$ cat config.mk
export PLATFORM = sky130hd
export DESIGN_NAME = packet_reorder_buffer
export DESIGN_NICKNAME = d
export VERILOG_FILES = /design/src/design/prb_pkg.sv /design/src/design/packet_reorder_buffer.sv /design/src/design/prb_ram.sv
export VERILOG_INCLUDE_DIRS = /design/src /design/src/design
export SDC_FILE = /design/constraint.sdc
export NUM_CORES = 2
export LEC_CHECK = 0
export BUFFER_PORTS_ARGS = -buffer_cell sky130_fd_sc_hd__buf_4
export CORE_MARGIN = 3
export CORE_UTILIZATION = 35
export CTS_CLUSTER_DIAMETER = 100
export DETAILED_ROUTE_END_ITERATION = 16
export GPL_TIMING_DRIVEN = 1
export PLACE_DENSITY = 0.58
export SYNTH_ARGS = -nofsm -noshare
export SYNTH_HDL_FRONTEND = slang
export SYNTH_SLANG_ARGS = --single-unit
$ cat constraint.sdc
create_clock -name clk -period 7.34 [get_ports clk]
set_clock_uncertainty 0.15 [all_clocks]
set_input_delay 0.734 -clock clk [delete_from_list [all_inputs] [get_ports clk]]
set_output_delay 0.734 -clock clk [all_outputs]
set_load 0.005 [all_outputs]
$ cat src/design/packet_reorder_buffer_defines.svh
// Assertion macros shared by the packet reorder buffer RTL.
// No dependencies; included by the files that carry assertions.
`ifndef PACKET_REORDER_BUFFER_DEFINES_SVH
`define PACKET_REORDER_BUFFER_DEFINES_SVH

`ifndef SYNTH

// Clocked assertion that is switched off while reset is asserted.
`define PRB_ASSERT(lbl, clk, rstn, prop, msg) \
    lbl: assert property (@(posedge clk) disable iff (!rstn) prop) \
        else $error(msg);

// Clocked assertion that also holds during reset.
`define PRB_ASSERT_ALWAYS(lbl, clk, prop, msg) \
    lbl: assert property (@(posedge clk) prop) \
        else $error(msg);

`else

`define PRB_ASSERT(lbl, clk, rstn, prop, msg)
`define PRB_ASSERT_ALWAYS(lbl, clk, prop, msg)

`endif

`endif

$ cat src/design/prb_pkg.sv
// Shared types and constants of the packet reorder buffer.
// No dependencies; imported by the packet reorder buffer module.
package prb_pkg;

    // Geometry of the slot store. SLOTS must be a power of two.
    localparam int SLOTS     = 64;
    localparam int SLOT_BITS = $clog2(SLOTS);
    localparam int TAG_BITS  = 16;
    localparam int SEQ_BITS  = 64;
    localparam int WIN_BITS  = 6;
    localparam int CNT_BITS  = 7;

    // Reset value of the reorder window register.
    localparam logic [WIN_BITS-1:0] WIN_RESET = 6'd63;

    // Operation codes of an input transaction.
    localparam logic FUNC_INSERT  = 1'b0;
    localparam logic FUNC_DELIVER = 1'b1;

    // Result status codes.
    typedef enum logic [2:0] {
        ST_STORED    = 3'd0,
        ST_DROPPED   = 3'd1,
        ST_REJECTED  = 3'd2,
        ST_DELIVERED = 3'd3,
        ST_NONE      = 3'd4
    } status_t;

    // Input transaction payload.
    typedef struct packed {
        logic        func;
        logic [63:0] seq;
        logic [15:0] packet_tag;
    } prb_in_t;

    // Result transaction payload.
    typedef struct packed {
        status_t     status;
        logic [63:0] seq_out;
        logic [15:0] tag_out;
        logic        last;
        logic [6:0]  delivered_count;
    } prb_out_t;

endpackage

$ cat src/design/packet_reorder_buffer.sv
// Packet reorder buffer: an insert is captured, then window-checked on the shared 64-bit
// adder; a deliver transaction looks up each waiting packet's slot with a tag RAM read, then
// emits it with a sequence increment on the same adder, or returns a none result when nothing
// is waiting. Valid bits are flip-flops cleared by reset, so no clearing pass is needed.
// Depends on prb_pkg, prb_ram and the assertion macro header.
`include "packet_reorder_buffer_defines.svh"

module packet_reorder_buffer
    import prb_pkg::*;
(
    input  logic                clk,
    input  logic                rst_n,
    input  logic                in_valid,
    output logic                in_stall,
    input  prb_in_t             in_data,
    output logic                out_valid,
    input  logic                out_stall,
    output prb_out_t            out_data,
    input  logic                cfg_wr_en,
    input  logic [WIN_BITS-1:0] cfg_wr_data
);

    // Sequencer states, one-hot.
    typedef enum logic [3:0] {
        S_IDLE  = 4'b0001,
        S_CHECK = 4'b0010,
        S_LOOK  = 4'b0100,
        S_EMIT  = 4'b1000
    } state_t;

    state_t                state_reg, state_next;
    logic [SEQ_BITS-1:0]   seq_reg;
    logic [TAG_BITS-1:0]   tag_reg;
    logic [WIN_BITS-1:0]   window_reg;
    logic [SEQ_BITS-1:0]   next_seq_reg, next_seq_next;
    logic [SLOTS-1:0]      slot_valid_reg, slot_valid_next;
    logic [CNT_BITS-1:0]   cnt_reg, cnt_next;
    logic                  out_valid_reg;
    prb_out_t              out_data_reg;

    logic                  in_accept;
    logic                  out_free;
    logic                  out_load;
    prb_out_t              out_next;

    logic [SEQ_BITS-1:0]   add_a, add_b;
    logic [SEQ_BITS-1:0]   add_sum;
    logic                  add_carry;

    logic [WIN_BITS-1:0]   win_eff;
    logic [SLOT_BITS-1:0]  cur_slot, nxt_slot, ins_slot;
    logic [CNT_BITS-1:0]   cnt_inc;
    logic                  stale, beyond, emit_last;

    logic                  ram_we, ram_re;
    logic [TAG_BITS-1:0]   ram_rdata;

    assign in_accept = in_valid && !in_stall;
    assign in_stall  = (state_reg != S_IDLE);
    assign out_free  = !out_valid_reg || !out_stall;

    assign cur_slot = next_seq_reg[SLOT_BITS-1:0];
    assign nxt_slot = cur_slot + SLOT_BITS'(1);
    assign ins_slot = seq_reg[SLOT_BITS-1:0];
    assign cnt_inc  = cnt_reg + CNT_BITS'(1);

    // Shared adder: seq minus expected number while checking, otherwise increment.
    always_comb
    begin
        if (state_reg == S_CHECK)
        begin
            add_a = seq_reg;
            add_b = ~next_seq_reg;
        end
        else
        begin
            add_a = next_seq_reg;
            add_b = '0;
        end
        {add_carry, add_sum} = {1'b0, add_a} + {1'b0, add_b} + (SEQ_BITS + 1)'(1);
    end

    // Window limited so that no two pending numbers share a slot.
    always_comb
    begin
        if ({1'b0, window_reg} > (WIN_BITS + 1)'(SLOTS - 1))
        begin
            win_eff = WIN_BITS'(SLOTS - 1);
        end
        else
        begin
            win_eff = window_reg;
        end
    end

    // A borrow means the number is below the expected one.
    assign stale  = !add_carry;
    assign beyond = add_sum > SEQ_BITS'(win_eff);

    // The last delivered packet is known by looking one slot ahead.
    assign emit_last = !slot_valid_reg[nxt_slot] || (cnt_inc == CNT_BITS'(SLOTS));

    // Sequencer.
    always_comb
    begin
        state_next      = state_reg;
        next_seq_next   = next_seq_reg;
        slot_valid_next = slot_valid_reg;
        cnt_next        = cnt_reg;
        out_load        = 1'b0;
        out_next        = '0;
        ram_we          = 1'b0;
        ram_re          = 1'b0;

        unique case (state_reg)
            S_IDLE:
            begin
                cnt_next = '0;
                if (in_accept)
                begin
                    if (in_data.func == FUNC_DELIVER)
                    begin
                        state_next = S_LOOK;
                    end
                    else
                    begin
                        state_next = S_CHECK;
                    end
                end
            end

            S_CHECK:
            begin
                if (out_free)
                begin
                    out_load         = 1'b1;
                    out_next.seq_out = seq_reg;
                    out_next.last    = 1'b1;
                    if (stale)
                    begin
                        out_next.status = ST_DROPPED;
                    end
                    else if (beyond)
                    begin
                        out_next.status = ST_REJECTED;
                    end
                    else if (slot_valid_reg[ins_slot])
                    begin
                        out_next.status = ST_DROPPED;
                    end
                    else
                    begin
                        out_next.status           = ST_STORED;
                        slot_valid_next[ins_slot] = 1'b1;
                        ram_we                    = 1'b1;
                    end
                    state_next = S_IDLE;
                end
            end

            S_LOOK:
            begin
                if (slot_valid_reg[cur_slot])
                begin
                    ram_re     = 1'b1;
                    state_next = S_EMIT;
                end
                else if (out_free)
                begin
                    out_load         = 1'b1;
                    out_next.status  = ST_NONE;
                    out_next.seq_out = next_seq_reg;
                    out_next.last    = 1'b1;
                    state_next       = S_IDLE;
                end
            end

            S_EMIT:
            begin
                if (out_free)
                begin
                    out_load         = 1'b1;
                    out_next.status  = ST_DELIVERED;
                    out_next.seq_out = next_seq_reg;
                    out_next.tag_out = 16'(ram_rdata);
                    out_next.last    = emit_last;
                    if (emit_last)
                    begin
                        out_next.delivered_count = 7'(cnt_inc);
                        state_next               = S_IDLE;
                    end
                    else
                    begin
                        state_next = S_LOOK;
                    end
                    slot_valid_next[cur_slot] = 1'b0;
                    next_seq_next             = add_sum;
                    cnt_next                  = cnt_inc;
                end
            end

            default:
            begin
                state_next = S_IDLE;
            end
        endcase
    end

    // Control state.
    always_ff @(posedge clk or negedge rst_n)
    begin
        if (!rst_n)
        begin
            state_reg      <= S_IDLE;
            next_seq_reg   <= '0;
            slot_valid_reg <= '0;
            cnt_reg        <= '0;
            window_reg     <= WIN_RESET;
            out_valid_reg  <= 1'b0;
        end
        else
        begin
            state_reg      <= state_next;
            next_seq_reg   <= next_seq_next;
            slot_valid_reg <= slot_valid_next;
            cnt_reg        <= cnt_next;
            if (cfg_wr_en)
            begin
                window_reg <= cfg_wr_data;
            end
            if (out_load)
            begin
                out_valid_reg <= 1'b1;
            end
            else if (!out_stall)
            begin
                out_valid_reg <= 1'b0;
            end
        end
    end

    // Payload registers: captured input transaction and the result register.
    always_ff @(posedge clk)
    begin
        if (in_accept)
        begin
            seq_reg <= in_data.seq;
            tag_reg <= TAG_BITS'(in_data.packet_tag);
        end
        if (out_load)
        begin
            out_data_reg <= out_next;
        end
    end

    assign out_valid = out_valid_reg;
    assign out_data  = out_data_reg;

    // Packet handle store, one entry per slot.
    prb_ram #(
        .WIDTH (TAG_BITS),
        .DEPTH (SLOTS)
    ) u_tag_ram (
        .clk     (clk),
        .wr_en   (ram_we),
        .wr_addr (ins_slot),
        .wr_data (tag_reg),
        .rd_en   (ram_re),
        .rd_addr (cur_slot),
        .rd_data (ram_rdata)
    );

    // The delivery count never passes the slot count.
    `PRB_ASSERT(a_cnt_bound, clk, rst_n, cnt_reg <= CNT_BITS'(SLOTS), "delivery count overflow")

    // A packet is only emitted from a filled slot.
    `PRB_ASSERT(a_emit_filled, clk, rst_n, (state_reg == S_EMIT) |-> slot_valid_reg[cur_slot], "emit from empty slot")

    // Each emitted packet advances the expected number by one.
    `PRB_ASSERT(a_seq_advance, clk, rst_n, (state_reg == S_EMIT && out_free) |=> (next_seq_reg == $past(next_seq_reg) + SEQ_BITS'(1)), "expected number did not advance")

    // The final result of a transaction returns the sequencer to idle.
    `PRB_ASSERT(a_last_idle, clk, rst_n, (out_load && out_next.last) |=> (state_reg == S_IDLE), "sequencer busy after last result")

    // A stored insert leaves its slot filled.
    `PRB_ASSERT(a_store_fills, clk, rst_n, (out_load && out_next.status == ST_STORED) |=> slot_valid_reg[$past(ins_slot)], "stored slot not marked filled")

endmodule

$ cat src/design/prb_ram.sv
// Generic single-port-write, single-port-read RAM with registered read data.
// No dependencies; used for the packet handle store.
module prb_ram #(
    parameter int WIDTH = 16,
    parameter int DEPTH = 64
) (
    input  logic                     clk,
    input  logic                     wr_en,
    input  logic [$clog2(DEPTH)-1:0] wr_addr,
    input  logic [WIDTH-1:0]         wr_data,
    input  logic                     rd_en,
    input  logic [$clog2(DEPTH)-1:0] rd_addr,
    output logic [WIDTH-1:0]         rd_data
);

    logic [WIDTH-1:0] mem [DEPTH];
    logic [WIDTH-1:0] rd_data_reg;

    // Write port.
    always_ff @(posedge clk)
    begin
        if (wr_en)
        begin
            mem[wr_addr] <= wr_data;
        end
    end

    // Registered read port; the data holds while no read is issued.
    always_ff @(posedge clk)
    begin
        if (rd_en)
        begin
            rd_data_reg <= mem[rd_addr];
        end
    end

    assign rd_data = rd_data_reg;

endmodule
==> flow_metrics.env <==
export IMPL_outcome="finished, violations left"
export IMPL_violations="capacitance limit, slew limit"
export IMPL_cts_tree="built"
export IMPL_area_growth_pct=17.1
export IMPL_hold_depth=1
export IMPL_setup_viol=0
export IMPL_ant_nets=0
export IMPL_fin_crit_ns=7.10
export IMPL_end_kind="flip-flop"
export IMPL_worst_pin_slew_ns=1.53
export IMPL_fp_row_count=149
export IMPL_pre_cts_ws_ns=0.390
export IMPL_initial_core_util_pct=35.3
export IMPL_hold_violations=0
export IMPL_fin_tns_setup_ns=0
export IMPL_ys_flop_type="edfxtp_1"
export IMPL_slew_headroom_pct=-2.71
export IMPL_critPathLaunch="state_reg[0]"
export IMPL_ff2ff_path_depth=18
export IMPL_wl_per_cell_um=29.0
export IMPL_syn_num_nets=4308
export IMPL_die_width_um=414
export IMPL_layout_drive_gt1_share_pct=16.9
export IMPL_antenna_found_initial=1
export IMPL_synth_cells=4143
export IMPL_rsz0062_at_grt="false"
export IMPL_cts_sinks=1357
export IMPL_startpoint_type="flip-flop"
export IMPL_yosysSeqAreaShare_pct=68.7
export IMPL_regToRegSetupSlack_ns=0.24
export IMPL_grt_pass1_wl_um=278000
export IMPL_grt_use_met3_pct=3.97
export IMPL_synth_area_um2=58300
export IMPL_critPathRequiredTime_ns=7.66
export IMPL_core_um2=165000
export IMPL_p_per_area_nw_per_um2=281
export IMPL_die_area_um2=171000
export IMPL_synth_compound_area_share_pct=15.9
export IMPL_crit_type="reg -> reg"
export IMPL_yosys_area_share_simple_pct=8.84
export IMPL_max_cap_violations=1
export IMPL_synth_top_family_by_area="compound AO/OA/AOI/OAI gates"
export IMPL_io_buffers=184
export IMPL_leakage_nw=23.0
export IMPL_cts_root_buffer="clkbuf_16"
export IMPL_synth_cell_types=105
export IMPL_synth_edff_count=1211
export IMPL_avgSynthCellArea_um2=14.1
export IMPL_layout_commonest_cell="edfxtp_1"
export IMPL_ys_warnings_count=0
export IMPL_numCtsBuffers=142
export IMPL_grt_start_max_net_pins=129
export IMPL_timing_fmax_mhz=141
export IMPL_hold_path_class="in -> reg"
export IMPL_largest_reg_flops=1024
export IMPL_ys_ff_latch=1357
export IMPL_n_fill_cell=15107
export IMPL_timing_final_ws_setup_ns=0.244
export IMPL_dr_pass1_iters=6
export IMPL_drt_iter0_drc=5288
export IMPL_grt_pass1_vias=38000
export IMPL_dr_total_vias=40358
export IMPL_drv_slew=2
export IMPL_met2_usage_pct=35.5
export IMPL_cts_clk_slew_worst_paths_ns=0.06
export IMPL_vdd_drop_max_mv=0.163
export IMPL_critical_path_peak_fanout=51
export IMPL_cp_endpoint="u_tag_ram.mem[12][12]"
export IMPL_mostFrequentLayoutCells="1211 x edfxtp_1, 405 x nand2_1, 376 x a22oi_1"
export IMPL_muxShareOfSynthArea_pct=1.63
export IMPL_grt_ovfl_total=0
export IMPL_hpwl_um=126000
export IMPL_groute_usage_overall_pct=22.2
export IMPL_drt_total_wl_um=196000
export IMPL_async_flop_share_pct=10.8
export IMPL_clock_path_buffers=3
export IMPL_cts_htree_levels=4
export IMPL_synth_xor_area_share_pct=0.814
export IMPL_synth_fa_ha_area_share_pct=1.58
export IMPL_timing_final_crit_share_pct=96.7
export IMPL_busiest_layer="met2"
export IMPL_r2r_end="u_tag_ram.mem[12][12]"
export IMPL_use_met1_pct=30.4
export IMPL_r2r_start="state_reg[0]"
export IMPL_io_pins=185
export IMPL_place_congestion=1.00
export IMPL_dieHeight_um=414
export IMPL_insertion_delay_ns=0.78
export IMPL_whs_ns=0.0405
export IMPL_avgViaCountPerCell=5.98
export IMPL_layout_nets=4602
export IMPL_cp_arrival_ns=7.41
export IMPL_drc=0
[layer usage]
layer  routed length [um]  part of all wire (%)
met2                92300                    47
met5                    0                     0
met1                78800                    40
met3                17600                   9.0
met4                 7220                   3.7
[synth_stat cells, types with 16 or more instances]
cell         n  area (um2)
nor4_1      33         206
o31ai_1     17         128
and3_1      29         181
nand3_1     45         225
nor3_1      28         140
nor2_1     207         777
nand2_1    407        1530
a41oi_1     20         175
a221oi_1    89         780
buf_2       33         165
o32ai_1     45         394
inv_1       29         109
dfrtp_1    139        3480
nand4_1     69         432
o21ai_0    102         510
nor3_2      61         611
xnor2_1     25         219
mux4_2      28         631
edfxtp_1  1211       36400
ha_1        72         901
a31oi_1    154         963
a21o_1      16         120
clkbuf_1   207         777
mux2i_1     16         160
a22oi_1    376        2820
xor2_1      26         228
buf_1       42         158
o22ai_1     26         163
a21oi_1    138         691
a22o_1     148        1300
[what timing repair did]
item,4_1_cts,5_1_grt
setup endpoints to repair,0,11
gates resized for setup,0,1
hold endpoints to repair,149,0
hold buffers,84,0
setup buffers,0,0
[critical path, stage by stage (launching register included)]
cell and delay (ns):
dfstp_2 0.59, nand2b_1 0.17, or3_4 0.55, buf_12 0.25, nand2_1 0.07, nand2_1 0.07
ha_1 0.33, a21oi_1 0.22, o21ai_0 0.17, a21oi_1 0.73, o22ai_1 0.16, nor4bb_1 0.62
nand4_1 0.35, or4_4 0.59, nor4_4 0.42, nand4_4 0.47, buf_12 0.34, nor3_2 0.13
buf_4 0.28
[how the worst min path moves through the flow]
| stage | from | to | slack, ns |
|---|---|---|---|
| global route | in_data[47] | seq_reg[31] | 0.005 |
| floorplan | rst_n | cnt_reg[0] | 0.29 |
| CTS | cfg_wr_en | win_eff[2] | 0.001 |
| detailed placement | cnt_reg[6] | cnt_reg[6] | 0.37 |
| finish | in_data[47] | seq_reg[31] | 0.04 |
| global placement | cnt_reg[6] | cnt_reg[6] | 0.36 |
[kinds of logic after synthesis]
logic type / count (synthesis)
and+or+nand+nor: 1001
buffers and inverters: 332
AOI/OAI and AO/OA: 1270
xor gates and xnor gates: 52
DFF: 1357
adders and majority gates: 73
muxes: 58
[per-stage QoR]
step	instance area (um2)	total power, mW	util [%]	std cells
after floorplan	58300	10.9	-	4143
after global placement	62700	12.0	37.9	6398
after detailed placement	62700	12.0	37.9	6398
after CTS	68200	19.2	41.3	6745
after global routing	68200	19.7	41.3	6745
final	68200	19.1	41.3	6747
[where the power goes]
group          switching, mW  leakage, nW  internal [mW]
sequential             0.179         12.9           9.04
clock                   3.14         2.28           4.11
combinational           2.00         7.75          0.681
[cell type report]
class                           instances  area [um2]  share of cell area, %
Antenna cell                            2        5.00                0.00733
Clock buffer                          185        3760                   5.51
Clock inverter                         78         958                   1.40
Inverter                               30         113                  0.165
Multi-Input combinational cell       2454       16900                   24.8
Sequential cell                      1357       40000                   58.7
Tap cell                             2189        2740                   4.01
Timing Repair Buffer                  452        3720                   5.45
Power figures use the tool's default switching activity.
